==> src/hw/rtl/sfd_pkg.sv <==
// ----------------------------------------------------------------------------
// sfd_pkg
// Shared types and constants of the sum8 frame deframer.
// ----------------------------------------------------------------------------
package sfd_pkg;

  localparam int unsigned MAX_PAYLOAD_DEF = 16;
  localparam int unsigned QUEUE_DEPTH_DEF = 4;
  localparam logic [7:0]  START_BYTE_RST  = 8'h7E;

  typedef enum logic [1:0] {
    ST_GOOD      = 2'd0,
    ST_BAD_START = 2'd1,
    ST_BAD_SUM   = 2'd2,
    ST_BAD_LEN   = 2'd3
  } status_e;

  typedef enum logic [1:0] {
    OP_STORE = 2'd0,
    OP_ERROR = 2'd1,
    OP_FRAME = 2'd2
  } op_e;

  // One queued operation: STORE writes data at idx, ERROR carries the status in
  // data, FRAME carries the command in data and the payload count in idx.
  typedef struct packed {
    op_e        op;
    logic [7:0] data;
    logic [7:0] idx;
  } q_entry_t;

  typedef struct packed {
    logic full;
    logic empty;
  } q_status_t;

endpackage

==> src/hw/rtl/sum8_frame_deframer_unit.sv <==
// Throughput: one input byte per cycle while the operation queue has room.
// An error or payload-free frame result passes the operation queue, then the output register.
// Payload frames emit each result by a store read, then an output register load.
// Reset: asynchronous, active low; clears parser, queue and emitter control state,
// and returns start_byte to 0x7E. The payload store needs no clearing pass.
// ----------------------------------------------------------------------------
// sum8_frame_deframer_unit
// Parses start/mode/length/command/payload/sum8 frames out of a byte stream
// and emits the command and payload of each good frame, or one error result.
// ----------------------------------------------------------------------------
module sum8_frame_deframer_unit
  #(
  parameter int unsigned MAX_PAYLOAD = sfd_pkg::MAX_PAYLOAD_DEF,
  parameter int unsigned QUEUE_DEPTH = sfd_pkg::QUEUE_DEPTH_DEF
) (
  input  logic        clk_i,
  input  logic        rst_ni,
  // configuration: start_byte register
  input  logic        cfg_we_i,
  input  logic [7:0]  cfg_wdata_i,
  // received bytes
  input  logic        s_axis_tvalid_i,
  output logic        s_axis_tready_o,
  input  logic [15:0] s_axis_tdata_i,   // [7:0] rx_byte, [15:8] bytes_left
  input  logic        s_axis_tuser_i,   // [0] first_of_buffer
  // results
  output logic        m_axis_tvalid_o,
  input  logic        m_axis_tready_i,
  output logic [15:0] m_axis_tdata_o,   // [7:0] command_id, [15:8] payload_byte
  output logic [2:0]  m_axis_tuser_o,   // [1:0] status, [2] has_payload
  output logic        m_axis_tlast_o    // last
);
  import sfd_pkg::*;

  q_entry_t   push_entry;
  q_entry_t   head;
  q_status_t  q_status;
  logic       push;
  logic       pop;
  logic [1:0] status;
  logic [7:0] command;
  logic [7:0] payload;
  logic       has_payload;

  // Front end: classify each transaction and queue at most one operation for it.
  sfd_front #(
    .MAX_PAYLOAD (MAX_PAYLOAD)
  ) u_front (
    .clk_i        (clk_i),
    .rst_ni       (rst_ni),
    .cfg_we_i     (cfg_we_i),
    .cfg_wdata_i  (cfg_wdata_i),
    .in_valid_i   (s_axis_tvalid_i),
    .in_ready_o   (s_axis_tready_o),
    .rx_byte_i    (s_axis_tdata_i[7:0]),
    .first_i      (s_axis_tuser_i),
    .left_i       (s_axis_tdata_i[15:8]),
    .q_status_i   (q_status),
    .push_o       (push),
    .push_entry_o (push_entry)
  );

  // Queue: decouple parsing from emission so a payload burst does not stall input until the queue fills.
  sfd_queue #(
    .DEPTH (QUEUE_DEPTH)
  ) u_queue (
    .clk_i        (clk_i),
    .rst_ni       (rst_ni),
    .push_i       (push),
    .push_entry_i (push_entry),
    .pop_i        (pop),
    .head_o       (head),
    .status_o     (q_status)
  );

  // Back end: write payload bytes into the store, replay them when a frame checks out.
  sfd_back #(
    .MAX_PAYLOAD (MAX_PAYLOAD)
  ) u_back (
    .clk_i         (clk_i),
    .rst_ni        (rst_ni),
    .head_i        (head),
    .q_status_i    (q_status),
    .pop_o         (pop),
    .out_valid_o   (m_axis_tvalid_o),
    .out_ready_i   (m_axis_tready_i),
    .status_o      (status),
    .command_o     (command),
    .payload_o     (payload),
    .has_payload_o (has_payload),
    .last_o        (m_axis_tlast_o)
  );

  // Pack result fields, highest first.
  assign m_axis_tdata_o = {payload, command};
  assign m_axis_tuser_o = {has_payload, status};

endmodule

==> src/hw/rtl/sfd_front.sv <==
// ----------------------------------------------------------------------------
// sfd_front
// Byte parser: tracks frame phase and checksum, queues operations.
// ----------------------------------------------------------------------------
module sfd_front #(
  parameter int unsigned MAX_PAYLOAD = 16
) (
  input  logic              clk_i,
  input  logic              rst_ni,
  input  logic              cfg_we_i,
  input  logic [7:0]        cfg_wdata_i,
  input  logic              in_valid_i,
  output logic              in_ready_o,
  input  logic [7:0]        rx_byte_i,
  input  logic              first_i,
  input  logic [7:0]        left_i,
  input  sfd_pkg::q_status_t q_status_i,
  output logic              push_o,
  output sfd_pkg::q_entry_t push_entry_o
);
  import sfd_pkg::*;

  localparam logic [2:0] PH_START = 3'd0;
  localparam logic [2:0] PH_MODE  = 3'd1;
  localparam logic [2:0] PH_LEN   = 3'd2;
  localparam logic [2:0] PH_CMD   = 3'd3;
  localparam logic [2:0] PH_PAY   = 3'd4;
  localparam logic [2:0] PH_SUM   = 3'd5;

  localparam logic [8:0] LEN_MAX = 9'(MAX_PAYLOAD + 1);

  logic [7:0] start_q;
  logic [2:0] phase_q, phase_d;
  logic [7:0] len_q, len_d;
  logic [7:0] cmd_q, cmd_d;
  logic [7:0] sum_q, sum_d;
  logic [7:0] cnt_q, cnt_d;
  logic       disc_q, disc_d;

  logic       acc;
  logic       at_end;
  logic       disc_eff;
  logic [2:0] ph_eff;
  logic [7:0] sum_add;
  logic [7:0] cnt_inc;

  assign in_ready_o = !q_status_i.full;
  assign acc        = in_valid_i && in_ready_o;
  assign at_end     = (left_i <= 8'd1);
  assign disc_eff   = first_i ? 1'b0 : disc_q;
  assign ph_eff     = first_i ? PH_START : phase_q;
  assign sum_add    = sum_q + rx_byte_i;
  assign cnt_inc    = cnt_q + 8'd1;

  always_comb begin
    phase_d      = phase_q;
    len_d        = len_q;
    cmd_d        = cmd_q;
    sum_d        = sum_q;
    cnt_d        = cnt_q;
    disc_d       = disc_q;
    push_o       = 1'b0;
    push_entry_o = '0;
    if (acc) begin
      disc_d  = disc_eff;
      phase_d = ph_eff;
      if (!disc_eff) begin
        unique case (ph_eff)
          PH_START: begin
            if (left_i < 8'd4) begin
              disc_d = 1'b1;
            end else if (rx_byte_i != start_q) begin
              push_o            = 1'b1;
              push_entry_o.op   = OP_ERROR;
              push_entry_o.data = {6'd0, ST_BAD_START};
              disc_d            = 1'b1;
            end else begin
              sum_d   = rx_byte_i;
              phase_d = PH_MODE;
            end
          end
          PH_MODE: begin
            sum_d   = sum_add;
            phase_d = at_end ? PH_START : PH_LEN;
          end
          PH_LEN: begin
            if (rx_byte_i == 8'd0 || {1'b0, rx_byte_i} > LEN_MAX) begin
              push_o            = 1'b1;
              push_entry_o.op   = OP_ERROR;
              push_entry_o.data = {6'd0, ST_BAD_LEN};
              disc_d            = 1'b1;
              phase_d           = PH_START;
            end else begin
              sum_d   = sum_add;
              len_d   = rx_byte_i;
              phase_d = at_end ? PH_START : PH_CMD;
            end
          end
          PH_CMD: begin
            sum_d = sum_add;
            cmd_d = rx_byte_i;
            cnt_d = 8'd0;
            if (at_end) begin
              phase_d = PH_START;
            end else begin
              phase_d = (len_q == 8'd1) ? PH_SUM : PH_PAY;
            end
          end
          PH_PAY: begin
            push_o            = 1'b1;
            push_entry_o.op   = OP_STORE;
            push_entry_o.data = rx_byte_i;
            push_entry_o.idx  = cnt_q;
            cnt_d             = cnt_inc;
            sum_d             = sum_add;
            if (at_end) begin
              phase_d = PH_START;
            end else if (cnt_inc >= len_q - 8'd1) begin
              phase_d = PH_SUM;
            end
          end
          PH_SUM: begin
            phase_d = PH_START;
            push_o  = 1'b1;
            if (rx_byte_i != sum_q) begin
              push_entry_o.op   = OP_ERROR;
              push_entry_o.data = {6'd0, ST_BAD_SUM};
              disc_d            = 1'b1;
            end else begin
              push_entry_o.op   = OP_FRAME;
              push_entry_o.data = cmd_q;
              push_entry_o.idx  = len_q - 8'd1;
            end
          end
          default: begin
            phase_d = PH_START;
          end
        endcase
      end
    end
  end

  always_ff @(posedge clk_i or negedge rst_ni) begin
    if (!rst_ni) begin
      start_q <= START_BYTE_RST;
      phase_q <= PH_START;
      len_q   <= '0;
      cmd_q   <= '0;
      sum_q   <= '0;
      cnt_q   <= '0;
      disc_q  <= 1'b0;
    end else begin
      if (cfg_we_i) begin
        start_q <= cfg_wdata_i;
      end
      phase_q <= phase_d;
      len_q   <= len_d;
      cmd_q   <= cmd_d;
      sum_q   <= sum_d;
      cnt_q   <= cnt_d;
      disc_q  <= disc_d;
    end
  end

endmodule

==> src/hw/rtl/sfd_queue.sv <==
// ----------------------------------------------------------------------------
// sfd_queue
// Short operation queue between parser and emitter.
// ----------------------------------------------------------------------------
module sfd_queue #(
  parameter int unsigned DEPTH = 4
) (
  input  logic               clk_i,
  input  logic               rst_ni,
  input  logic               push_i,
  input  sfd_pkg::q_entry_t  push_entry_i,
  input  logic               pop_i,
  output sfd_pkg::q_entry_t  head_o,
  output sfd_pkg::q_status_t status_o
);
  import sfd_pkg::*;

  localparam int unsigned PW = (DEPTH > 1) ? $clog2(DEPTH) : 1;
  localparam int unsigned CW = $clog2(DEPTH + 1);

  q_entry_t        mem_q [DEPTH];
  logic [PW-1:0]   wr_q, wr_d;
  logic [PW-1:0]   rd_q, rd_d;
  logic [CW-1:0]   cnt_q, cnt_d;
  logic            do_push;
  logic            do_pop;

  assign status_o.full  = (cnt_q == CW'(DEPTH));
  assign status_o.empty = (cnt_q == '0);
  assign do_push        = push_i && !status_o.full;
  assign do_pop         = pop_i && !status_o.empty;
  assign head_o         = mem_q[rd_q];

  always_comb begin
    wr_d  = wr_q;
    rd_d  = rd_q;
    cnt_d = cnt_q;
    if (do_push) begin
      wr_d = (wr_q == PW'(DEPTH - 1)) ? '0 : wr_q + PW'(1);
    end
    if (do_pop) begin
      rd_d = (rd_q == PW'(DEPTH - 1)) ? '0 : rd_q + PW'(1);
    end
    if (do_push && !do_pop) begin
      cnt_d = cnt_q + CW'(1);
    end else if (do_pop && !do_push) begin
      cnt_d = cnt_q - CW'(1);
    end
  end

  always_ff @(posedge clk_i) begin
    if (do_push) begin
      mem_q[wr_q] <= push_entry_i;
    end
  end

  always_ff @(posedge clk_i or negedge rst_ni) begin
    if (!rst_ni) begin
      wr_q  <= '0;
      rd_q  <= '0;
      cnt_q <= '0;
    end else begin
      wr_q  <= wr_d;
      rd_q  <= rd_d;
      cnt_q <= cnt_d;
    end
  end

endmodule

==> src/hw/rtl/sfd_back.sv <==
// ----------------------------------------------------------------------------
// sfd_back
// Emitter: owns the payload store and drives the registered result stream.
// ----------------------------------------------------------------------------
module sfd_back #(
  parameter int unsigned MAX_PAYLOAD = 16
) (
  input  logic               clk_i,
  input  logic               rst_ni,
  input  sfd_pkg::q_entry_t  head_i,
  input  sfd_pkg::q_status_t q_status_i,
  output logic               pop_o,
  output logic               out_valid_o,
  input  logic               out_ready_i,
  output logic [1:0]         status_o,
  output logic [7:0]         command_o,
  output logic [7:0]         payload_o,
  output logic               has_payload_o,
  output logic               last_o
);
  import sfd_pkg::*;

  localparam int unsigned AW = (MAX_PAYLOAD > 1) ? $clog2(MAX_PAYLOAD) : 1;

  localparam logic [1:0] S_IDLE = 2'd0;
  localparam logic [1:0] S_READ = 2'd1;
  localparam logic [1:0] S_SEND = 2'd2;

  logic [7:0] store_q [MAX_PAYLOAD];
  logic [7:0] rd_q;

  logic [1:0] state_q, state_d;
  logic [7:0] k_q, k_d;
  logic [7:0] tot_q, tot_d;
  logic [7:0] cmdh_q, cmdh_d;
  logic       ov_q, ov_d;
  logic [1:0] st_q, st_d;
  logic [7:0] cmd_q, cmd_d;
  logic [7:0] pay_q, pay_d;
  logic       has_q, has_d;
  logic       last_q, last_d;
  logic       out_free;
  logic       wr_en;
  logic [7:0] k_inc;

  assign out_free = !ov_q || out_ready_i;
  assign pop_o    = (state_q == S_IDLE) && !q_status_i.empty &&
                    ((head_i.op == OP_STORE) || out_free);
  assign wr_en    = pop_o && (head_i.op == OP_STORE);
  assign k_inc    = k_q + 8'd1;

  always_comb begin
    state_d = state_q;
    k_d     = k_q;
    tot_d   = tot_q;
    cmdh_d  = cmdh_q;
    ov_d    = ov_q && !out_ready_i;
    st_d    = st_q;
    cmd_d   = cmd_q;
    pay_d   = pay_q;
    has_d   = has_q;
    last_d  = last_q;
    unique case (state_q)
      S_IDLE: begin
        if (pop_o) begin
          unique case (head_i.op)
            OP_ERROR: begin
              ov_d   = 1'b1;
              st_d   = head_i.data[1:0];
              cmd_d  = 8'd0;
              pay_d  = 8'd0;
              has_d  = 1'b0;
              last_d = 1'b1;
            end
            OP_FRAME: begin
              if (head_i.idx == 8'd0) begin
                ov_d   = 1'b1;
                st_d   = ST_GOOD;
                cmd_d  = head_i.data;
                pay_d  = 8'd0;
                has_d  = 1'b0;
                last_d = 1'b1;
              end else begin
                tot_d   = head_i.idx;
                cmdh_d  = head_i.data;
                k_d     = 8'd0;
                state_d = S_READ;
              end
            end
            default: begin
            end
          endcase
        end
      end
      S_READ: begin
        state_d = S_SEND;
      end
      S_SEND: begin
        if (out_free) begin
          ov_d   = 1'b1;
          st_d   = ST_GOOD;
          cmd_d  = cmdh_q;
          pay_d  = rd_q;
          has_d  = 1'b1;
          last_d = (k_inc == tot_q);
          if (k_inc == tot_q) begin
            state_d = S_IDLE;
          end else begin
            k_d     = k_inc;
            state_d = S_READ;
          end
        end
      end
      default: begin
        state_d = S_IDLE;
      end
    endcase
  end

  always_ff @(posedge clk_i) begin
    if (wr_en) begin
      store_q[head_i.idx[AW-1:0]] <= head_i.data;
    end
    rd_q <= store_q[k_q[AW-1:0]];
  end

  always_ff @(posedge clk_i) begin
    st_q   <= st_d;
    cmd_q  <= cmd_d;
    pay_q  <= pay_d;
    has_q  <= has_d;
    last_q <= last_d;
  end

  always_ff @(posedge clk_i or negedge rst_ni) begin
    if (!rst_ni) begin
      state_q <= S_IDLE;
      k_q     <= '0;
      tot_q   <= '0;
      cmdh_q  <= '0;
      ov_q    <= 1'b0;
    end else begin
      state_q <= state_d;
      k_q     <= k_d;
      tot_q   <= tot_d;
      cmdh_q  <= cmdh_d;
      ov_q    <= ov_d;
    end
  end

  assign out_valid_o   = ov_q;
  assign status_o      = st_q;
  assign command_o     = cmd_q;
  assign payload_o     = pay_q;
  assign has_payload_o = has_q;
  assign last_o        = last_q;

endmodule

==> config.mk <==
export PLATFORM = sky130hd
export DESIGN_NAME = sum8_frame_deframer_unit
export DESIGN_NICKNAME = d
export VERILOG_FILES = /design/src/hw/rtl/sfd_pkg.sv /design/src/hw/rtl/sum8_frame_deframer_unit.sv /design/src/hw/rtl/sfd_front.sv /design/src/hw/rtl/sfd_queue.sv /design/src/hw/rtl/sfd_back.sv
export SDC_FILE = /design/constraint.sdc
export NUM_CORES = 1
export LEC_CHECK = 0
export BUFFER_PORTS_ARGS = -buffer_cell sky130_fd_sc_hd__buf_2
export CORE_MARGIN = 5
export CORE_UTILIZATION = 39
export DETAILED_ROUTE_END_ITERATION = 6
export HOLD_SLACK_MARGIN = 0.08
export PLACE_DENSITY = 0.61
export SETUP_SLACK_MARGIN = 0.5
export SYNTH_ARGS = -nofsm -noshare
export SYNTH_HDL_FRONTEND = slang
export SYNTH_HIERARCHICAL = 1
export SYNTH_SLANG_ARGS = --single-unit
==> constraint.sdc <==
create_clock -name clk_i -period 2.78 [get_ports clk_i]
set_input_delay 0.556 -clock clk_i [delete_from_list [all_inputs] [get_ports clk_i]]
set_output_delay 0.556 -clock clk_i [all_outputs]
set_load 0.02 [all_outputs]
==> results of run 1 <==
==> final cells by class <==
cell class	instances	area, µm²	area share, %
sequential	306	8730	51.20
multi-input combinational	539	5127	30.07
timing repair buffer	167	1388	8.138
clock buffer	48	994.7	5.834
tap	455	569.3	3.339
clock inverter	13	158.9	0.9320
inverter	22	82.58	0.4843
==> flip-flops by register name (all words and copies together), names as in the netlist, 3 cells and up <==
| register | cells |
|---|---|
| u_front/cnt_q | 8 |
| u_back/cmdh_q | 8 |
| u_front/len_q | 8 |
| u_back/store_q | 128 |
| u_back/rd_q | 8 |
| u_queue/mem_q | 72 |
| u_front/sum_q | 8 |
| u_back/payload_o | 8 |
| u_front/start_q | 8 |
| u_back/k_q | 8 |
| u_front/phase_q | 3 |
| u_back/tot_q | 8 |
| u_queue/cnt_q | 3 |
| u_back/command_o | 8 |
| u_front/cmd_q | 8 |
==> cells by family (layout without fill, tap and decap cells) <==
kind of cell | after synthesis | in the layout | synth area share, %
flip-flops | 306 | 306 | 64.18
AND/OR/NAND/NOR | 256 | 256 | 9.607
AO/OA/AOI/OAI | 118 | 121 | 5.991
multiplexers | 98 | 98 | 12.96
adder cells (fa/ha/maj) | 30 | 30 | 2.871
XOR/XNOR | 34 | 34 | 2.190
buffers and inverters | 63 | 250 | 2.208
==> cell usage in the layout (no fill, tap or decap), types with 7 or more instances in the layout <==
master and count:
edfxtp_1 220, buf_4 85, nand2_1 69, dfrtp_1 69
mux4_2 58, buf_2 49, nor2_1 38, clkbuf_16 35
nand3_1 26, ha_1 23, mux2_2 20, o21ai_0 19
inv_1 18, xnor2_1 17, mux2_4 17, a21oi_1 16
xor2_1 16, buf_6 16, buf_12 15, nand2b_1 13
nor3_1 12, nor2_4 12, nor2_2 12, and2_1 12
a22oi_1 11, a31oi_1 9, clkbuf_8 8, and3_1 8
dfxtp_1 8, nor2b_1 7, a21o_1 7, o31a_1 7
==> power by group through the flow <==
stage          combinational, mW  sequential [mW]  clock (mW)
2_1_floorplan               3.76             6.70           0
4_1_cts                     6.16             6.57        4.68
3_3_place_gp                5.26             6.59           0
3_5_place_dp                5.35             6.62           0
6_report                    6.27             6.56        4.55
5_1_grt                     6.81             6.65        4.88
==> how the worst min path moves through the flow <==
stage,from,endpoint,slack [ns],cells past startpoint
after CTS,cfg_wdata_i[0],u_front/start_q[0]$_DFFE_PN0P_,0.26,2
after global routing,cfg_wdata_i[0],u_front/start_q[0]$_DFFE_PN0P_,0.27,2
after detailed placement,u_front/cmd_q[1]$_DFFE_PN0P_,u_front/cmd_q[1]$_DFFE_PN0P_,0.47,2
after floorplan,rst_ni,u_back/cmdh_q[0]$_DFFE_PN0P_,0.26,0
final,cfg_wdata_i[0],u_front/start_q[0]$_DFFE_PN0P_,0.28,2
after global placement,u_front/cmd_q[1]$_DFFE_PN0P_,u_front/cmd_q[1]$_DFFE_PN0P_,0.47,2
==> cell usage after synthesis (3+ instances only) <==
cell type,number
xnor2_1,17
nor2_1,62
nor4_4,3
nand3b_1,3
mux4_2,58
mux2_2,35
and2_1,15
nor4_1,5
buf_2,20
edfxtp_1,220
and3_1,9
o21ai_0,20
a211oi_1,4
a22oi_1,11
o31a_1,8
a31oi_1,10
clkbuf_1,13
xor2_1,17
o21ai_1,8
nor3b_1,4
nor3_1,19
nand2_1,72
o41ai_1,7
nor2b_1,9
buf_6,4
nand2b_1,15
a21oi_1,19
a21o_1,7
inv_1,22
ha_1,28
dfrtp_1,72
dfstp_2,6
dfxtp_1,8
nand3_1,28
o21a_1,5
==> through the flow <==
step	hold slack (ns)	area, µm²	setup WS, ns	power (mW)
5_1_grt	0.2671	17050	0.1654	18.34
3_5_place_dp	0.4713	15050	0.02755	11.97
4_1_cts	0.2579	16850	0.2406	17.41
2_1_floorplan	0.2604	13920	0.2404	10.46
6_report	0.2787	17050	0.2640	17.38
3_3_place_gp	0.4665	15050	0.04447	11.85
==> metal layers <==
layer	track usage, %	vias up	share of wire (%)
met4	4.314	0	2.5
li1	-	3796	-
met3	2.632	48	3.3
met1	20.05	4033	43
met2	26.04	116	51
met5	0	-	0
==> timing repair <==
item / in CTS / in global routing
setup endpoints to repair: 242 / 302
hold buffers: 1 / 0
pin swaps: 26 / 12
setup buffers: 37 / 11
endpoints found under the hold margin: 27 / 0
gates resized for setup: 46 / 32
cloned: 3 / 0
==> out/metrics.cfg, run 1 <==
[run_status]
status=finished clean

[worst_setup_path]
end_kind=register
critPathMaxFanout=17
crit_end=u_back/cmdh_q[4]$_DFFE_PN0P_
start_kind=register
crit_slowest_cell=mux4_2
reg2regPathDepth=10
r2r-end=u_back/cmdh_q[4]$_DFFE_PN0P_
cp.required_ns=3.16
worst-path-stages=10
path_buf_inv=4
slowest_delay_ns=0.54
rrSetupSlack_ns=0.26
reg2reg_from=u_queue/rd_q[0]$_DFFE_PN0P_
cpLargestDelayFamily=multiplexers
path_cells=buf_12 > buf_4 > buf_4 > mux4_2 > nor2_2 > and3_4 > nor2b_4 > and3_1 > buf_12 > mux2_4
arrival_ns=2.90
path_class=register to register
cp-startpoint=u_queue/rd_q[0]$_DFFE_PN0P_

[pwr]
p_switching_mw=5.526
ir_drop_uv=608.1
swShare_pct=31.80
leakage_nw=6.359
internal_power_mw=11.85
seq_power_share_pct=37.7
pwr-share-clk_pct=26.2
p_comb_share_pct=36.1
p_per_area_nw_per_um2=1019

[synth]
synth_ff_type=edfxtp_1
yosysWarnings=6
syn_nets=965
yosysTopAreaCell=edfxtp_1
syn_area_per_cell_um2=15.02
synth.yosys.seq_area_share_pct=64.18
ys_types=67
ys_async_sr_fraction_pct=25.49
synth-seq-cells=306
yosys.area.top_type_share_pct=48.59
synth.cell_area_um2=13600
synth.area.top_cells=edfxtp_1 (49%), dfrtp_1 (13%), mux4_2 (9.6%)
synth_edf_count=220
synthCells=905

[global_route]
grt_pass1_wl_um=46710
grt_overflow=0
grt_max_degree=35
grt_usage_pct=15.18
grt_pass1_vias=8389
antenna_found_initial=0

[cells_and_area]
drive_gt1_share_pct=37.99
n_fill_cell=2920
area_growth_pct=25.40
antenna_cells=0
final_cells=1550
nNetsFinal=1130
final_util_pct=49.48

[routing]
viasPerCell=5.157
vias=7993
drc=0
wl_um=28790
drt_iter0_drc=357
ant_nets=0
dr.pass1.iters=5
wl_per_cell_um=18.58

[clock_network]
clockBufferDepth=3
path_clk_slew_ns=0.06
cts-buffers-inserted=34
insertion_delay_ns=0.50
cts-root-buf=clkbuf_16
clock-sinks=306
htree_levels=2
cts_tree=yes

[sta]
slew_violations=0
setup_viol=0
fin_tns_setup_ns=0
hold_viol=0
max_slew_margin_pct=66.32
min_period_ns=2.516
fin_skew_ns=0.01637
worstMarginPinSlew_ns=0.4986
timing.final.crit_share_pct=90.50
fmax_mhz=397.5
rsz0062_at_grt=yes

[floorplanning]
ioPinCount=52
die-area_um2=38700
core_area_um2=34460
start_util_pct=39.46
fp-row-count=68
die_height_um=196.7
die_x_um=196.7

[place]
port_buffers=50
gp_congestion=0.8548
dpl.hpwl_um=18820
dp.cells=1437

[flow_run]
maxCapViolCount=0

[worst_hold_path]
hold_class=input port to register

Power figures use the tool's default switching activity.
==> run 2, diff against run 1 <==
ABC_AREA = 1   (was unset)
CORE_ASPECT_RATIO = 0.7   (was unset)
PLACE_DENSITY = 0.58   (was 0.61)
clock period = 2.8 ns   (was 2.78 ns; I/O delays follow)
==> out/metrics.cfg, run 2 <==
[cells_and_area]
largest_reg_flops=128  ; unchanged
area_growth_pct=23.74
nNetsFinal=1539  ; +36%
drive_gt1_share_pct=24.37  ; -14 points
mostFrequentLayoutCells=nand2_1 (261), edfxtp_1 (220), inv_1 (130)
final_cells=1983  ; +28%
n_fill_cell=3237  ; +11%
mostFrequentLayoutCell=nand2_1

[sta]
worstMarginPinSlew_ns=0.6827  ; +0.1840 ns
max_slew_margin_pct=54.49  ; -12 points
slew_violations=0  ; unchanged
setup_viol=0  ; unchanged
hold_viol=0  ; unchanged
fin_skew_ns=0.02048  ; +0.004108 ns
fmax_mhz=409.9  ; +3.1%
timing.final.crit_share_pct=87.12  ; -3.4 points
min_period_ns=2.439  ; -0.07657 ns
fin_tns_setup_ns=0  ; unchanged
rsz0062_at_grt=yes

[worst_hold_path]
hold_class=input port to register
min_from=cfg_wdata_i[6]
whs_path_depth=3  ; +1

[worst_setup_path]
crit_slowest_cell=dfrtp_4
cpLargestDelayFamily=simple AND/OR/NAND/NOR gates
reg2reg_from=u_queue/rd_q[0]$_DFFE_PN0P_
start_kind=register
cpMostUsedCell=nor2_4
path_class=register to register
path_buf_inv=3  ; -1
slowest_delay_ns=0.53  ; about the same
reg2regPathDepth=10  ; unchanged
worst-path-stages=10  ; unchanged
cp-startpoint=u_queue/rd_q[0]$_DFFE_PN0P_
cp.required_ns=3.08  ; -0.08 ns
arrival_ns=2.72  ; -0.18 ns
path_cells=buf_12 > o211ai_1 > nand2_2 > nor2_4 > nand3_1 > nor2_4 > nor3_4 > nor4_4 > buf_6 > clkbuf_16
critPathMaxFanout=8  ; -9
end_kind=register

[place]
dpl.hpwl_um=21580  ; +15%
gp_congestion=0.8363  ; -2.2%
port_buffers=50  ; unchanged
dp.cells=1872  ; +30%

[synth]
yosysWarnings=6  ; unchanged
ys_types=59  ; -12%
ys_top_cells_by_count=nand2_1 (282), edfxtp_1 (220), inv_1 (145)
synthCells=1337  ; +48%
ys_async_sr_fraction_pct=25.49  ; unchanged
synth.cell_area_um2=14180  ; +4.3%
syn_area_per_cell_um2=10.61  ; -29%
syn_nets=1397  ; +45%
yosys.area.top_type_share_pct=46.59  ; -2.0 points
synth_most_common_cell=nand2_1
synth_ff_type=edfxtp_1
synth.yosys.seq_area_share_pct=61.53  ; -2.6 points
synth-seq-cells=306  ; unchanged
yosysTopAreaCell=edfxtp_1
synth_edf_count=220  ; unchanged
synth.area.top_cells=edfxtp_1 (47%), dfrtp_1 (13%), nand2_1 (7.5%)

[global_route]
grt_most_used_layer=met1
antenna_found_initial=0  ; unchanged
grt_pass1_wl_um=51480  ; +10%
met3_usage_pct=3.639  ; +1.0 points
grt_max_degree=57  ; +63%
use_met2_pct=23.50  ; -2.5 points
grtUsageMet1_pct=24.37  ; +4.3 points
grt_overflow=0  ; unchanged
grt_pass1_vias=9484  ; +13%
grt_usage_pct=15.90  ; +0.72 points

[floorplanning]
core_area_um2=35920  ; +4.2%
start_util_pct=39.48  ; about the same
die-area_um2=40340  ; +4.2%
die_height_um=169.5  ; -14%
fp-row-count=58  ; -15%
die_x_um=237.9  ; +21%
ioPinCount=52  ; unchanged

[clock_network]
clock-sinks=306  ; unchanged
htree_levels=1  ; -1
path_clk_slew_ns=0.06  ; about the same
cts_tree=yes
clockBufferDepth=3  ; unchanged
cts-root-buf=clkbuf_16
insertion_delay_ns=0.57  ; +0.07 ns
cts-buffers-inserted=31  ; -8.8%

[routing]
vias=9962  ; +25%
dr.pass1.iters=5  ; unchanged
wl_per_cell_um=16.90  ; -9.0%
viasPerCell=5.024  ; -2.6%
drc=0  ; unchanged
ant_nets=0  ; unchanged
drt_iter0_drc=789  ; +120%
wl_um=33510  ; +16%

[run_status]
status=finished clean

[pwr]
leakage_nw=6.977  ; +9.7%
p_per_area_nw_per_um2=991.5  ; -2.7%
ir_drop_uv=549.0  ; -9.7%

[flow_run]
maxCapViolCount=0  ; unchanged

==> run 2: changes by cell type after synthesis, sizes merged, moves of 31 or more <==
cell    change
nor2       +88
mux2       -32
o21ai      +64
o211ai     +40
inv       +137
nand2     +213
mux4       -58
nand3      +31
==> run 2: final cells by class <==
type / instances / area [µm²] / share of cell area [%]
diodes: 1 / 2.502 / 0.01426
clock buffers: 47 / 895.9 / 5.105
flip-flops and latches: 306 / 8740 / 49.80
multi-input cells: 823 / 5167 / 29.45
repair buffers: 157 / 1441 / 8.214
inverters: 160 / 619.3 / 3.529
well taps: 480 / 600.6 / 3.422
clock inverters: 9 / 81.33 / 0.4635
==> run 2: logic make-up after synthesis <==
logic type	after synthesis	synth area share, %
DFF	306	61.53
xor gates and xnor gates	22	1.359
muxes	31	2.241
and+or+nand+nor	529	16.23
buffers and inverters	209	6.229
adders and majority gates	30	2.753
AOI/OAI and AO/OA	210	9.661
==> run 2: final timing paths <==
check                                              endpoint  slack, ns
max in group asynchronous       u_queue/rd_q[0]$_DFFE_PN0P_       1.61
setup / recovery           u_back/status_o[0]$_SDFFCE_PP0P_       0.36
hold / removal               u_front/start_q[6]$_DFFE_PN1P_       0.22
setup reg to reg           u_back/status_o[0]$_SDFFCE_PP0P_       0.36
min in group asynchronous    u_front/start_q[0]$_DFFE_PN0P_       0.54
hold reg to reg                u_front/cmd_q[5]$_DFFE_PN0P_       0.48
==> run 2: stage by stage <==
stage / setup slack (ns) / util (%) / total power [mW] / hold slack, ns / area (µm²)
floorplan: 0.2204 / - / 10.26 / 0.2644 / 14280
CTS: 0.4380 / 46.29 / 16.48 / 0.1880 / 16630
detailed placement: 0.08489 / 42.77 / 12.09 / 0.4722 / 15360
global placement: 0.1152 / 42.77 / 11.99 / 0.4600 / 15360
finish: 0.3606 / 48.85 / 17.40 / 0.2200 / 17550
global route: 0.2426 / 48.84 / 18.44 / 0.2193 / 17550
==> run 2: repair_timing <==
| action | CTS | global route |
|---|---|---|
| endpoints found under the hold margin | 34 | 0 |
| setup buffers | 17 | 28 |
| setup endpoints to repair | 250 | 267 |
| pin swaps | 11 | 20 |
| hold buffers | 1 | 0 |
| resized for setup | 33 | 138 |
| gates cloned | 0 | 8 |
==> run 2: routing by layer <==
metal | wire (µm) | part of all wire, %
met1 | 16260 | 49
met2 | 14240 | 43
met3 | 2523 | 7.5
met4 | 482 | 1.4
met5 | 0 | 0
==> run 2: worst min-delay path: stages <==
cell and delay [ns]:
buf_2 0.07, nand2_1 0.04, o21ai_0 0.06
==> run 2: report_power, final <==
part	internal [mW]	switching [mW]
combinational	2.57	4.28
clock	2.29	1.70
sequential	6.15	0.406
total	11.0	6.39
